**config.mk**
```make
export PLATFORM = sky130hd
export DESIGN_NAME = priority_thread_scheduler_core
export DESIGN_NICKNAME = d
export VERILOG_FILES = /design/src/pts_pkg.sv /design/src/pts_datapath.sv /design/src/pts_ctrl.sv /design/src/priority_thread_scheduler_core.sv
export SDC_FILE = /design/constraint.sdc
export NUM_CORES = 1
export LEC_CHECK = 0
export ABC_AREA = 1
export BUFFER_PORTS_ARGS = -buffer_cell sky130_fd_sc_hd__buf_2
export CAP_MARGIN = 20
export CELL_PAD_IN_SITES_DETAIL_PLACEMENT = 1
export CELL_PAD_IN_SITES_GLOBAL_PLACEMENT = 2
export CORE_ASPECT_RATIO = 1.75
export CORE_MARGIN = 3
export CORE_UTILIZATION = 25
export DETAILED_ROUTE_END_ITERATION = 8
export GPL_TIMING_DRIVEN = 1
export PLACE_DENSITY_LB_ADDON = 0.1
export SLEW_MARGIN = 25
export SYNTH_ARGS = -nofsm -noshare
export SYNTH_HDL_FRONTEND = slang
export SYNTH_SLANG_ARGS = --single-unit
```
**constraint.sdc**
```tcl
create_clock -name clk -period 11.4 [get_ports clk]
set_input_delay 2.28 -clock clk [delete_from_list [all_inputs] [get_ports clk]]
set_output_delay 2.28 -clock clk [all_outputs]
set_load 0.01 [all_outputs]
```
**src/pts_pkg.sv**
```systemverilog
// Shared types, constants and codes for the priority thread scheduler.
package pts_pkg;

  localparam int DefNumSlots = 16;
  localparam int DefIdleSlot = 1;

  localparam logic [5:0] LAUNCHER_PRIO = 6'd16;
  localparam logic [5:0] IDLE_PRIO     = 6'd32;

  localparam logic [1:0] ST_READY      = 2'd0;
  localparam logic [1:0] ST_WAITING    = 2'd1;
  localparam logic [1:0] ST_TERMINATED = 2'd2;

  localparam logic [2:0] CMD_CREATE = 3'd0;
  localparam logic [2:0] CMD_SETPRI = 3'd1;
  localparam logic [2:0] CMD_WAKE   = 3'd2;
  localparam logic [2:0] CMD_SLEEP  = 3'd3;
  localparam logic [2:0] CMD_EXIT   = 3'd4;
  localparam logic [2:0] CMD_LOCK   = 3'd5;
  localparam logic [2:0] CMD_UNLOCK = 3'd6;

  // Datapath operations issued by the controller.
  localparam logic [3:0] OP_NONE      = 4'd0;
  localparam logic [3:0] OP_LOAD      = 4'd1;  // capture input beat, pick target
  localparam logic [3:0] OP_DECIDE    = 4'd2;  // validate, apply field updates
  localparam logic [3:0] OP_UL_START  = 4'd3;
  localparam logic [3:0] OP_UL_STEP   = 4'd4;
  localparam logic [3:0] OP_INS_START = 4'd5;
  localparam logic [3:0] OP_INS_STEP  = 4'd6;
  localparam logic [3:0] OP_FR_START  = 4'd7;
  localparam logic [3:0] OP_FR_STEP   = 4'd8;
  localparam logic [3:0] OP_FINISH    = 4'd9;

  typedef struct packed {
    logic [2:0] command;
    logic [3:0] slot;
    logic [5:0] new_priority;
    logic       in_interrupt;
  } pts_in_t;

  typedef struct packed {
    logic        switch_valid;
    logic [3:0]  from_slot;
    logic [3:0]  to_slot;
    logic        resched_pending;
    logic [31:0] thread_id;
    logic        status;
  } pts_out_t;

  typedef struct packed {
    logic [3:0] op;
  } pts_cmd_t;

  // What the controller must do after the decide step.
  typedef struct packed {
    logic need_unlink;
    logic need_insert;
    logic need_resched;
    logic walk_done;
  } pts_stat_t;

endpackage

```
**src/pts_datapath.sv**
```systemverilog
// Slot table, list walker and result register of the thread scheduler.
module pts_datapath #(
  parameter int NUM_SLOTS = pts_pkg::DefNumSlots,
  parameter int IDLE_SLOT = pts_pkg::DefIdleSlot
) (
  input  logic               clk,
  input  logic               rst,
  input  pts_pkg::pts_in_t   in_beat,
  input  pts_pkg::pts_cmd_t  cmd,
  output pts_pkg::pts_stat_t stat,
  output pts_pkg::pts_out_t  result
);
  import pts_pkg::*;

  localparam int SW = $clog2(NUM_SLOTS);
  localparam int LW = $clog2(NUM_SLOTS + 1);
  localparam logic [LW-1:0] NIL = LW'(NUM_SLOTS);
  localparam logic [LW-1:0] IDLE_L = LW'(IDLE_SLOT);
  localparam bit HAS_IDLE = (IDLE_SLOT < NUM_SLOTS) && (IDLE_SLOT != 0);

  // Slot table
  logic [LW-1:0] next_link [NUM_SLOTS];
  logic [5:0]    slot_priority [NUM_SLOTS];
  logic [1:0]    slot_state [NUM_SLOTS];
  logic [NUM_SLOTS-1:0] slot_listed;
  logic [LW-1:0] list_head;
  logic [LW-1:0] running_slot;
  logic [31:0]   lock_count;
  logic          pending_flag;
  logic [31:0]   id_counter;

  // Per-item working registers
  pts_in_t       item;
  logic [LW-1:0] target;
  logic [LW-1:0] from;
  logic [LW-1:0] prev;
  logic [LW-1:0] cur;
  logic [LW:0]   steps;
  logic          found;
  logic          sw;
  logic          ignored;
  logic [31:0]   tid;
  logic          need_unlink, need_insert, need_resched;

  logic          cur_ok, tgt_ok, tgt_listed;
  logic [SW-1:0] cur_i, tgt_i, prev_i;
  logic          steps_left;

  assign cur_ok     = cur < NIL;
  assign cur_i      = cur[SW-1:0];
  assign tgt_ok     = target < NIL;
  assign tgt_i      = target[SW-1:0];
  assign prev_i     = prev[SW-1:0];
  assign tgt_listed = tgt_ok && slot_listed[tgt_i];
  assign steps_left = steps < (LW+1)'(NUM_SLOTS);

  // Walk termination per walk kind
  logic ul_done, ins_done, fr_done;
  assign ul_done  = !(cur_ok && cur != target && steps_left);
  assign ins_done = !(cur_ok && slot_priority[cur_i] < slot_priority[tgt_i] && steps_left);
  assign fr_done  = !(cur_ok && slot_state[cur_i] != ST_READY && steps_left);

  always_comb begin
    stat.need_unlink  = need_unlink;
    stat.need_insert  = need_insert;
    stat.need_resched = need_resched;
    unique case (cmd.op)
      OP_UL_STEP:  stat.walk_done = ul_done;
      OP_INS_STEP: stat.walk_done = ins_done;
      OP_FR_STEP:  stat.walk_done = fr_done;
      default:     stat.walk_done = 1'b0;
    endcase
  end

  always_ff @(posedge clk) begin
    if (rst) begin
      // launcher slot heads the list, idle slot follows it
      for (int i = 0; i < NUM_SLOTS; i++) begin
        next_link[i]     <= (i == 0 && HAS_IDLE) ? IDLE_L : NIL;
        slot_priority[i] <= (i == 0) ? LAUNCHER_PRIO :
                            (HAS_IDLE && i == IDLE_SLOT) ? IDLE_PRIO : 6'd0;
        slot_state[i]    <= (i == 0 || (HAS_IDLE && i == IDLE_SLOT)) ? ST_READY : ST_WAITING;
        slot_listed[i]   <= (i == 0 || (HAS_IDLE && i == IDLE_SLOT));
      end
      list_head    <= '0;
      running_slot <= '0;
      lock_count   <= '0;
      pending_flag <= 1'b0;
      id_counter   <= 32'd1;
      need_unlink  <= 1'b0;
      need_insert  <= 1'b0;
      need_resched <= 1'b0;
    end else begin
      unique case (cmd.op)
        OP_LOAD: begin
          item    <= in_beat;
          from    <= running_slot;
          sw      <= 1'b0;
          ignored <= 1'b1;
          tid     <= '0;
          if (in_beat.command == CMD_SLEEP || in_beat.command == CMD_EXIT)
            target <= running_slot;
          else if (32'(in_beat.slot) < 32'(NUM_SLOTS))
            target <= LW'(in_beat.slot);
          else
            target <= NIL;
        end
        OP_DECIDE: begin
          need_unlink  <= 1'b0;
          need_insert  <= 1'b0;
          need_resched <= 1'b0;
          unique case (item.command)
            CMD_CREATE: if (tgt_ok && !slot_listed[tgt_i]) begin
              id_counter           <= id_counter + 32'd1;
              tid                  <= id_counter + 32'd1;
              slot_priority[tgt_i] <= item.new_priority;
              slot_state[tgt_i]    <= ST_WAITING;
              slot_listed[tgt_i]   <= 1'b1;
              need_insert          <= 1'b1;
              ignored              <= 1'b0;
            end
            CMD_SETPRI: if (tgt_listed && target != IDLE_L &&
                            slot_priority[tgt_i] != item.new_priority) begin
              need_unlink  <= 1'b1;
              need_insert  <= 1'b1;
              need_resched <= 1'b1;
              ignored      <= 1'b0;
            end
            CMD_WAKE, CMD_SLEEP: if (tgt_listed) begin
              slot_state[tgt_i] <= (item.command == CMD_WAKE) ? ST_READY : ST_WAITING;
              need_resched      <= 1'b1;
              ignored           <= 1'b0;
            end
            CMD_EXIT: if (tgt_listed && target != IDLE_L) begin
              slot_listed[tgt_i] <= 1'b0;
              slot_state[tgt_i]  <= ST_TERMINATED;
              need_unlink        <= 1'b1;
              need_resched       <= 1'b1;
              ignored            <= 1'b0;
            end
            CMD_LOCK: begin
              if (lock_count != 32'hFFFF_FFFF) lock_count <= lock_count + 32'd1;
              ignored <= 1'b0;
            end
            CMD_UNLOCK: begin
              if (lock_count != 32'd0) lock_count <= lock_count - 32'd1;
              ignored <= 1'b0;
            end
            default: ;
          endcase
        end
        OP_UL_START, OP_INS_START, OP_FR_START: begin
          prev  <= NIL;
          cur   <= list_head;
          steps <= '0;
          found <= 1'b0;
        end
        OP_UL_STEP: begin
          if (!ul_done) begin
            prev  <= cur;
            cur   <= next_link[cur_i];
            steps <= steps + 1'b1;
          end else begin
            // splice out; priority is written here for set priority
            if (cur == target) begin
              if (prev < NIL) next_link[prev_i] <= next_link[tgt_i];
              else list_head <= next_link[tgt_i];
              next_link[tgt_i] <= NIL;
            end
            if (item.command == CMD_SETPRI) slot_priority[tgt_i] <= item.new_priority;
          end
        end
        OP_INS_STEP: begin
          if (!ins_done) begin
            prev  <= cur;
            cur   <= next_link[cur_i];
            steps <= steps + 1'b1;
          end else if (prev < NIL) begin
            next_link[tgt_i]  <= next_link[prev_i];
            next_link[prev_i] <= target;
          end else begin
            next_link[tgt_i] <= list_head;
            list_head        <= target;
          end
        end
        OP_FR_STEP: begin
          if (!fr_done) begin
            cur   <= next_link[cur_i];
            steps <= steps + 1'b1;
          end else begin
            found <= cur_ok && slot_state[cur_i] == ST_READY;
          end
        end
        OP_FINISH: begin
          // reschedule decision using walk result
          if (need_resched && lock_count == 32'd0) begin
            if (item.in_interrupt) begin
              pending_flag <= 1'b1;
            end else begin
              pending_flag <= 1'b0;
              if (found && cur != running_slot) begin
                running_slot <= cur;
                sw           <= 1'b1;
              end
            end
          end
        end
        default: ;
      endcase
    end
  end

  assign result.switch_valid    = sw;
  assign result.from_slot       = 4'(from);
  assign result.to_slot         = 4'(running_slot);
  assign result.resched_pending = pending_flag;
  assign result.thread_id       = tid;
  assign result.status          = ignored;

`ifndef SYNTHESIS
  a_head_ok: assert property (@(posedge clk) disable iff (rst)
    list_head <= NIL) else $error("list head out of range");
  a_run_ok: assert property (@(posedge clk) disable iff (rst)
    running_slot < NIL) else $error("running slot out of range");
  a_idle_listed: assert property (@(posedge clk) disable iff (rst)
    !HAS_IDLE || slot_listed[IDLE_L[SW-1:0]]) else $error("idle slot left the list");
`endif
endmodule

```
**src/pts_ctrl.sv**
```systemverilog
// Sequencing controller for the thread scheduler.
module pts_ctrl (
  input  logic               clk,
  input  logic               rst,
  input  logic               in_valid,
  output logic               in_stall,
  output logic               out_valid,
  input  logic               out_stall,
  input  pts_pkg::pts_stat_t stat,
  output pts_pkg::pts_cmd_t  cmd
);
  import pts_pkg::*;

  localparam logic [3:0] S_IDLE = 4'd0, S_DECIDE = 4'd1, S_UL0 = 4'd2, S_UL = 4'd3,
                         S_IN0 = 4'd4, S_IN = 4'd5, S_FR0 = 4'd6, S_FR = 4'd7,
                         S_FIN = 4'd8, S_OUT = 4'd9;

  logic [3:0] state, state_next;

  assign in_stall  = !(state == S_IDLE);
  assign out_valid = state == S_OUT;

  always_comb begin
    state_next = state;
    cmd.op     = OP_NONE;
    unique case (state)
      S_IDLE: if (in_valid) begin
        cmd.op = OP_LOAD; state_next = S_DECIDE;
      end
      S_DECIDE: begin
        cmd.op = OP_DECIDE; state_next = S_UL0;
      end
      S_UL0: begin
        if (stat.need_unlink) begin
          cmd.op = OP_UL_START; state_next = S_UL;
        end else state_next = S_IN0;
      end
      S_UL: begin
        cmd.op = OP_UL_STEP;
        if (stat.walk_done) state_next = S_IN0;
      end
      S_IN0: begin
        if (stat.need_insert) begin
          cmd.op = OP_INS_START; state_next = S_IN;
        end else state_next = S_FR0;
      end
      S_IN: begin
        cmd.op = OP_INS_STEP;
        if (stat.walk_done) state_next = S_FR0;
      end
      S_FR0: begin
        if (stat.need_resched) begin
          cmd.op = OP_FR_START; state_next = S_FR;
        end else state_next = S_FIN;
      end
      S_FR: begin
        cmd.op = OP_FR_STEP;
        if (stat.walk_done) state_next = S_FIN;
      end
      S_FIN: begin
        cmd.op = OP_FINISH; state_next = S_OUT;
      end
      S_OUT: if (!out_stall) state_next = S_IDLE;
      default: state_next = S_IDLE;
    endcase
  end

  always_ff @(posedge clk) begin
    if (rst) state <= S_IDLE;
    else     state <= state_next;
  end

`ifndef SYNTHESIS
  a_one_beat: assert property (@(posedge clk) disable iff (rst)
    (in_valid && !in_stall) |=> !out_valid) else $error("result too early");
  a_out_hold: assert property (@(posedge clk) disable iff (rst)
    (out_valid && out_stall) |=> out_valid) else $error("result dropped");
  a_excl: assert property (@(posedge clk) disable iff (rst)
    !(out_valid && !in_stall)) else $error("input open while result held");
`endif
endmodule

```
**src/priority_thread_scheduler_core.sv**
```systemverilog
// Order: every item is loaded and decided, then runs the unlink, insert and first-ready
// walks that it needs, then the finish step; lock, unlock and ignored items need no walk.
// One item at a time: a new item is taken only after the last result has left,
// since the single list walker over the slot table serves all walks.
// Reset (synchronous): slot 0 heads the list running, idle slot follows it.
// Top level of the thread scheduler: controller plus datapath.
module priority_thread_scheduler_core #(
  parameter int NUM_SLOTS = pts_pkg::DefNumSlots,
  parameter int IDLE_SLOT = pts_pkg::DefIdleSlot
) (
  input  logic              clk,
  input  logic              rst,
  input  logic              in_valid,
  output logic              in_stall,
  input  pts_pkg::pts_in_t  in_data,
  output logic              out_valid,
  input  logic              out_stall,
  output pts_pkg::pts_out_t out_data
);
  import pts_pkg::*;

  pts_cmd_t  cmd;
  pts_stat_t stat;

  pts_ctrl u_ctrl (
    .clk(clk), .rst(rst), .in_valid(in_valid), .in_stall(in_stall),
    .out_valid(out_valid), .out_stall(out_stall), .stat(stat), .cmd(cmd)
  );

  pts_datapath #(.NUM_SLOTS(NUM_SLOTS), .IDLE_SLOT(IDLE_SLOT)) u_dp (
    .clk(clk), .rst(rst), .in_beat(in_data), .cmd(cmd), .stat(stat), .result(out_data)
  );
endmodule
```
# Word-level counts from Yosys, hierarchy flattened
# Memory sizes are Yosys's and may differ from the RTL's. A register that Yosys moved wholly into a read port is not among the register bits.
# Index checks and enable logic that the tools add are counted.
# word_totals
regBits	168
latchBits	0
ramBits	208
rom_bits	0
inputBits	18
mem_count	3
# classes
addsub	4
n_mul	0
n_div	0
n_lt_le_gt_ge	7
n_eq_ne	61
shift	0
muxes	130
bitwise_logic	14
reduce_logical	55
# mem_list
name	depth	word_bits	read_ports	rd_ports_with_merged_regs	wr	line_no	text
u_dp.slot_priority	16	6	2	2	16	pts_datapath.sv:23	logic [5:0] slot_priority [NUM_SLOTS];
u_dp.next_link	16	5	3	3	16	pts_datapath.sv:22	logic [LW-1:0] next_link [NUM_SLOTS];
u_dp.slot_state	16	2	1	1	16	pts_datapath.sv:24	logic [1:0] slot_state [NUM_SLOTS];
# op_table
cell	n
$mux W32	4
$pmux W32 S2	2
$mux W5	15
$mux W4	17
$add A32 B1 Y32 const B	2
$mux W1	60
$pmux W4 S10	1
$pmux W4 S9	1
$eq A4 B3 Y1 const B	8
$logic_not A32 Y1	1
$mux W16	2
$ne A32 B32 Y1 const B	1
$pmux W16 S2	1
$reduce_bool A32 Y1	1
$sub A32 B1 Y32 const B	1
$mux W6	5
$ne A2 B2 Y1 const B	12
$pmux W6 S4	1
$ne A2 B1 Y1 const B	11
$pmux W5 S4	1
$reduce_and A4 Y1	5
$and A16 B16 Y16	1
$eq A4 B2 Y1 const B	4
$eq A4 B4 Y1 const B	4
49 further kinds	110

# Logic depth before layout (Yosys ltp)
# Gate-level depths: netlist (run 1).
# logic_depth
word_depth	14
mapped_depth	24

# Hierarchy
# A second synthesis (run 1) with hierarchy kept.
# hier_totals
hier_cells	2998
area_unflattened_um2	23306.1
# modules_own_cells
mod	instances	cells_each	area_per_inst_um2	seq_area_each_um2
pts_datapath	1	2921	22890.7	10470.0
pts_ctrl	1	77	415.4	80.1

# Worst setup path after synthesis (run 1)
# OpenSTA, ideal clock, no wires.
# synth_timing
kind	input-to-reg
startpoint	in rst
endpoint	reg u_dp.tid[0] (enable)
setup_ps	432
arrival_ps	4652
required_time_ps	10968
setup_slack_ps	6316
cell_stages	5
path_cell_list	inv_1 -> clkbuf_1 -> clkbuf_1 -> nand2_1 -> a21oi_1
# synth_between
elab_chain_cells	2
# synth_rtl
item	line_no	text
start: declaration	priority_thread_scheduler_core.sv:12	input logic rst,
$not A1 Y1 (no source line)	--	
$reduce_and A4 Y1 (no source line)	--	
end signal: assignment	pts_datapath.sv:115	tid <= id_counter + 32'd1;
end: declaration	pts_datapath.sv:42	logic [31:0] tid;
# Every way passes these cells.
# A chain may end at the register's enable or synchronous reset.

==> results.txt, run 1 <==
status: finished clean
setup TNS: 0 ns
DP Cell Count: 4067
Worst-Skew Late Latency: 0.62 ns
Util after Layout: 0.2851
main area contributors after synthesis: edfxtp_1, dfxtp_1, o21ai_0, nand2_1, nor2_1
P_sw: 1.866 mW
Clock power frac: 0.303
Routability Congestion: 0.8442
post-synth cell types: 66
WP buf/inv: 2
clock slew at reported path FFs: 0.06 ns
drt initial violations: 1249
placed instance area: 24590 um^2
crit-path max cell delay: 0.69 ns
WL met3: 2404 um
Crit path arrival time: 5.43 ns
WP data required: 11.64 ns
via/cell ratio: 5.065
Post-route DRC: 0
unrepaired setup endpoints after global routing: no
largest area contributor in the netlist: edfxtp_1
largest net degree at the start of global routing: 80
die width: 235.9 um
Clock H-tree levels: 2
period utilization: 0.4552
predominant post-synthesis flop cell: edfxtp_1
Least-Margin Pin Slew: 1.000 ns
drt total wl: 98380 um
Seq/Total Area, Yosys: 0.4564
Setup crit end kind: register
syn avg cell area: 7.871 um^2
setup bufs post-CTS: 0
core region area: 91150 um^2
Clock Sinks: 388
Gates resized, CTS repair: 0
CTS Buf Count: 43
layout cells sized above 1: 0.08376
endpoints failing hold: 0
Yosys top cell area share: 0.3611
most common cell after layout, fill and taps aside: nand2_1
fraction of registers with async set/reset: 0
Power Total: 4.650 mW
global-route wire length before repair: 145500 um
Non-Filler Instances: 4147
total power per unit cell area: 178.9 nW/um^2
met2 wire length: 54350 um
worst hold path type: register to register
Layout Skew: 0.03525 ns
critical path peak fanout: 70
I/O pins: 63
Post-synth EDFFs: 278
Max VDD drop: 156.7 uV
Comb pwr share: 0.322
Area growth syn-to-layout: 12.43%
drt wl/cell: 23.72 um
FF+latch count, synth: 388
nets: 2985
Reg power frac: 0.375
max_cap viols: 0
hold slack: 0.4552 ns
most frequent cells in the layout: nand2_1, o21ai_0, nor2_1
Final Setup Violations: 0
delay-heaviest family, CP: simple AND/OR/NAND/NOR gates
Startpoint Class: register
post-route cell area: 25990 um^2
Fmax: 0.1927 GHz
# rows: 146
CTS tree: yes
Tmin final: 5.190 ns
hold_buf cts: 0
FILL cells: 10800
final worst setup slack: 6.210 ns
Via Count: 21000
Initial Utilization: 0.2536
pre-CTS setup slack: 5.711 ns
Die Ht: 408.3 um
critical path's slowest cell: buf_4
Mapped Cells: 2937
initial antenna violation count: 0
root buf cell: clkbuf_16
crit-path cells: buf_4 -> nor2_1 -> o21ai_0 -> o221ai_1 -> nand2_1 -> ha_1 -> nand2_1 -> nor2_1 -> a2111oi_2 -> buf_4 -> nand2_4 -> nand3_4 -> nand3_2 -> nand2_1 -> o211ai_1
M1 WL: 38600 um
Slew HR: 0.3326
top sig layer: met4
switching share of power: 0.4012
area of the die: 96300 um^2
most common cell type on the critical path: nand2_1
Yosys warning total: 0
Synth Net Count: 2993
Slew Viols, Final: 0
First-pass DRT Iterations: 5
GRT Total Usage: 0.1992
internal power: 2.785 mW
type of the worst setup path: register to register
clock buffer depth: 3
placed wire-length estimate: 70980 um
ANT nets after route: 0
gr ovfl total: 0
LEAKAGE: 9.675 nW
number of global-route vias before repair: 22270
Port-buffer cells: 62
mapped cell area: 23120 um^2
## worst paths after layout
kind | start | slack, ns | end | depth (start not counted)
worst max-delay path | register | 6.21 | u_dp.next_link[15][3] | 15
worst max register to register | register | 6.21 | u_dp.next_link[15][3] | 15
worst min register to register | register | 0.46 | register | 2
worst min-delay path | register | 0.46 | register | 2
## state kept, by name, summed over array words and instances, names as in the netlist, 6 cells and up, named ones only
name and count:
u_dp.slot_state 32, u_dp.slot_priority 96, u_dp.id_counter 32, u_dp.tid 32, u_dp.item 10, u_dp.next_link 80, u_dp.steps 6, u_dp.lock_count 32
## power groups by stage
stage	logic (mW)	clock network [mW]	registers, mW
5_1_grt	1.64	1.50	1.76
3_3_place_gp	1.49	0	1.77
2_1_floorplan	0.913	0	1.72
6_report	1.50	1.41	1.74
4_1_cts	1.52	1.46	1.75
3_5_place_dp	1.52	0	1.77
## layer usage
layer,vias to the layer above,GRT usage
met3,127,0.01919
li1,10030,-
met4,0,0.06310
met5,-,0
met2,307,0.3920
met1,10540,0.2209
## cell families (layout without fill, tap and decap cells)
kind of cell               Yosys count  after routing  share of synthesized area
and+or+nand+nor                   1170           1170                     0.2222
AOI/OAI and AO/OA                  781            781                     0.1882
buffers and inverters              488            512                    0.08525
DFF                                388            388                     0.4564
xor gates and xnor gates            70             70                    0.02652
adders and majority gates           38             38                    0.02089
other                                1              3                  0.0001622
muxes                                1              1                  0.0004330
## worst register-to-register path: cells and delay by family, from the launching register on
family,cells,cell delay (ns)
and+or+nand+nor,8,1.82
AOI/OAI and AO/OA,4,1.19
buffers and inverters,2,0.97
DFF,1,0.64
adders and majority gates,1,0.24
## cell type report
cell class / instances / area, um^2 / area share
tap: 1184 / 1481 / 0.05700
inverter: 331 / 1247 / 0.04800
antenna: 2 / 5.005 / 0.0001926
multi-input combinational: 2061 / 10660 / 0.4103
clock inverter: 18 / 178.9 / 0.006884
clock buffer: 59 / 1186 / 0.04564
sequential: 388 / 10560 / 0.4064
timing repair buffer: 104 / 665.6 / 0.02561
## synthesized netlist by cell type, types with 7 or more instances
cell / instances
a21oi_1: 251
a31oi_1: 8
buf_1: 8
buf_2: 25
buf_4: 16
clkbuf_1: 100
clkinv_1: 8
dfxtp_1: 110
edfxtp_1: 278
ha_1: 37
inv_1: 316
nand2_1: 455
nand2_2: 13
nand3_1: 234
nand4_1: 35
nor2_1: 344
nor2_2: 13
nor2_4: 7
nor3_1: 29
nor4_1: 13
o211ai_1: 72
o21ai_0: 375
o21ai_1: 12
o221ai_1: 16
o22ai_1: 12
xnor2_1: 25
xor2_1: 45
Power figures use the tool's default switching activity.
==> run 2, diff against run 1 <==
==> constraint.sdc (replaced) <==
create_clock -name clk -period 5 [get_ports clk]
set_input_delay 1 -clock clk [delete_from_list [all_inputs] [get_ports clk]]
set_output_delay 1 -clock clk [all_outputs]
set_load 0.01 [all_outputs]
==> run 2 against run 1 <==
  * Sequential share of layout area fell by 0.47 points
  * Highest routed layer unchanged
  * Via count is 0.28% higher
  * Critical endpoint is now u_dp.next_link[5][3]
  * Combinational power grew 130%
==> results.txt, run 2 (synthesis gave the netlist of run 1 again) <==
Fmax: 0.2385 GHz (+24%)
core region area: 91150 um^2 (unchanged)
most frequent cells in the layout: nand2_1, o21ai_0, nor2_1
area of the die: 96300 um^2 (unchanged)
Setup crit end kind: register
drt initial violations: 991 (-21%)
FILL cells: 10930 (+1.2%)
placed instance area: 24830 um^2 (+0.96%)
endpoints failing hold: 0 (unchanged)
period utilization: 0.8385 (+0.3833)
Slew Viols, Final: 0 (unchanged)
CTS Buf Count: 44 (+2.3%)
placed wire-length estimate: 75330 um (+6.1%)
layout cells sized above 1: 0.09436 (+0.01061)
number of global-route vias before repair: 22830 (+2.5%)
nets: 3020 (+1.2%)
Top Registers: u_dp.slot_priority: 96 flops, u_dp.next_link: 80 flops
Layout Skew: 0.02507 ns (-0.01018 ns)
I/O pins: 63 (unchanged)
worst reg2reg path depth: 16 (+1)
initial antenna violation count: 0 (unchanged)
Max VDD drop: 220.4 uV (+41%)
RR Endpoint: u_dp.next_link[5][3]
setup TNS: 0 ns (unchanged)
gr ovfl total: 0 (unchanged)
Least-Margin Pin Slew: 1.099 ns (+0.09882 ns)
GRT Total Usage: 0.2015 (+0.002298)
root buf cell: clkbuf_16
critical path peak fanout: 39 (-44%)
worst hold path type: register to register
via/cell ratio: 5.035 (-0.58%)
max reg flops: 96 (unchanged)
critical path capture point: u_dp.next_link[5][3]
First-pass DRT Iterations: 4 (-1)
Top reg by flops: u_dp.slot_priority
critical path's slowest cell: inv_2
setup bufs post-CTS: 0 (unchanged)
WP data required: 5.26 ns (-6.38 ns)
Routability Congestion: 0.8252 (-2.3%)
CTS tree: yes
Ant. Diodes: 0 (-2)
Slew HR: 0.2648 (-0.06785)
Final Setup Violations: 0 (unchanged)
most common cell after layout, fill and taps aside: nand2_1
Die Ht: 408.3 um (unchanged)
Post-route DRC: 0 (unchanged)
die width: 235.9 um (unchanged)
total power per unit cell area: 406.4 nW/um^2 (+130%)
drt total wl: 99160 um (+0.79%)
clock slew at reported path FFs: 0.06 ns (about the same)
Worst R2R Setup Slack: 0.81 ns (-5.40 ns)
global-route wire length before repair: 146800 um (+0.95%)
crit-path cells: inv_2 -> nor2_1 -> o21ai_0 -> o221ai_1 -> nand2_1 -> ha_1 -> a21oi_1 -> nor2_1 -> a2111oi_2 -> buf_4 -> nand2_4 -> nand4_4 -> nand3_2 -> buf_4 -> nand2_1 -> o211ai_1
hold_buf cts: 0 (unchanged)
ANT nets after route: 0 (unchanged)
Tmin final: 4.193 ns (-0.9969 ns)
Worst-Skew Late Latency: 0.63 ns (about the same)
Clock Sinks: 388 (unchanged)
crit-path max cell delay: 0.59 ns (-0.10 ns)
Clock H-tree levels: 2 (unchanged)
status: finished clean
Startpoint Class: register
Via Count: 21060 (+0.28%)
Gates resized, CTS repair: 0 (unchanged)
max_cap viols: 0 (unchanged)
Area growth syn-to-layout: 13.74%
Port-buffer cells: 62 (unchanged)
clock buffer depth: 3 (unchanged)
# rows: 146 (unchanged)
largest net degree at the start of global routing: 105 (+31%)
unrepaired setup endpoints after global routing: no
Initial Utilization: 0.2536 (unchanged)
post-route cell area: 26290 um^2 (+1.2%)
type of the worst setup path: register to register
LEAKAGE: 9.873 nW (+2.0%)
drt wl/cell: 23.71 um (about the same)
Crit path arrival time: 4.45 ns (-0.98 ns)
==> run 2: changes by cell type in the layout (fill, tap and decap cells not counted), moves of 3 or more <==
cell       previous run  this run
buf_4                40        72
clkinv_2              8        12
buf_12                0         3
clkbuf_1             11         8
clkbuf_16            43        46
nor2_1              338       341
nor2_4               11         8
==> run 2: worst min-delay path by stage <==
stage | startpoint | end | depth (start not counted)
floorplan | register | register | 2
global placement | register | register | 2
detailed placement | register | register | 2
CTS | register | register | 2
global route | register | register | 2
finish | register | register | 2
==> run 2: routing by layer <==
layer	routed length [um]	global-route usage	vias to the layer above
li1	-	-	10100
met1	37100	0.2066	10470
met2	54900	0.4002	317
met3	2060	0.02047	174
met4	5097	0.09618	0
met5	0	0	-
==> run 2: final cells by class <==
cell class                      instances  area, um^2  share of cell area
Clock buffer                           58        1236             0.04701
Clock inverter                         23       202.7            0.007709
Inverter                              331        1247             0.04744
Multi-Input combinational cell       2061       10630              0.4041
Sequential cell                       388       10560              0.4017
Tap cell                             1184        1481             0.05634
Timing Repair Buffer                  138       938.4             0.03569
==> run 2: worst max-delay path: cells and delay by family (launching register included) <==
family                     cells  cell delay (ns)
AOI/OAI and AO/OA              5             1.15
and+or+nand+nor                7             1.14
buffers and inverters          3             1.01
DFF                            1             0.35
adders and majority gates      1             0.15
==> run 2: through the flow <==
step / util / hold slack [ns] / worst slack, ns / std cells / power (mW)
2_1_floorplan: - / 0.4283 / 1.196 / 2937 / 6.013
6_report: 0.2885 / 0.4597 / 0.8074 / 4183 / 10.68
3_3_place_gp: 0.2722 / 0.4430 / 0.8575 / 4100 / 7.478
5_1_grt: 0.2885 / 0.4850 / 0.5249 / 4183 / 11.27
3_5_place_dp: 0.2723 / 0.4488 / 0.7810 / 4101 / 7.507
4_1_cts: 0.2881 / 0.4583 / 0.7785 / 4182 / 10.88
==> run 2: power breakdown <==
| part | internal, mW | switching (mW) |
|---|---|---|
| sequential | 3.72 | 0.251 |
| combinational | 0.900 | 2.52 |
| clock | 1.81 | 1.48 |
| total | 6.43 | 4.25 |
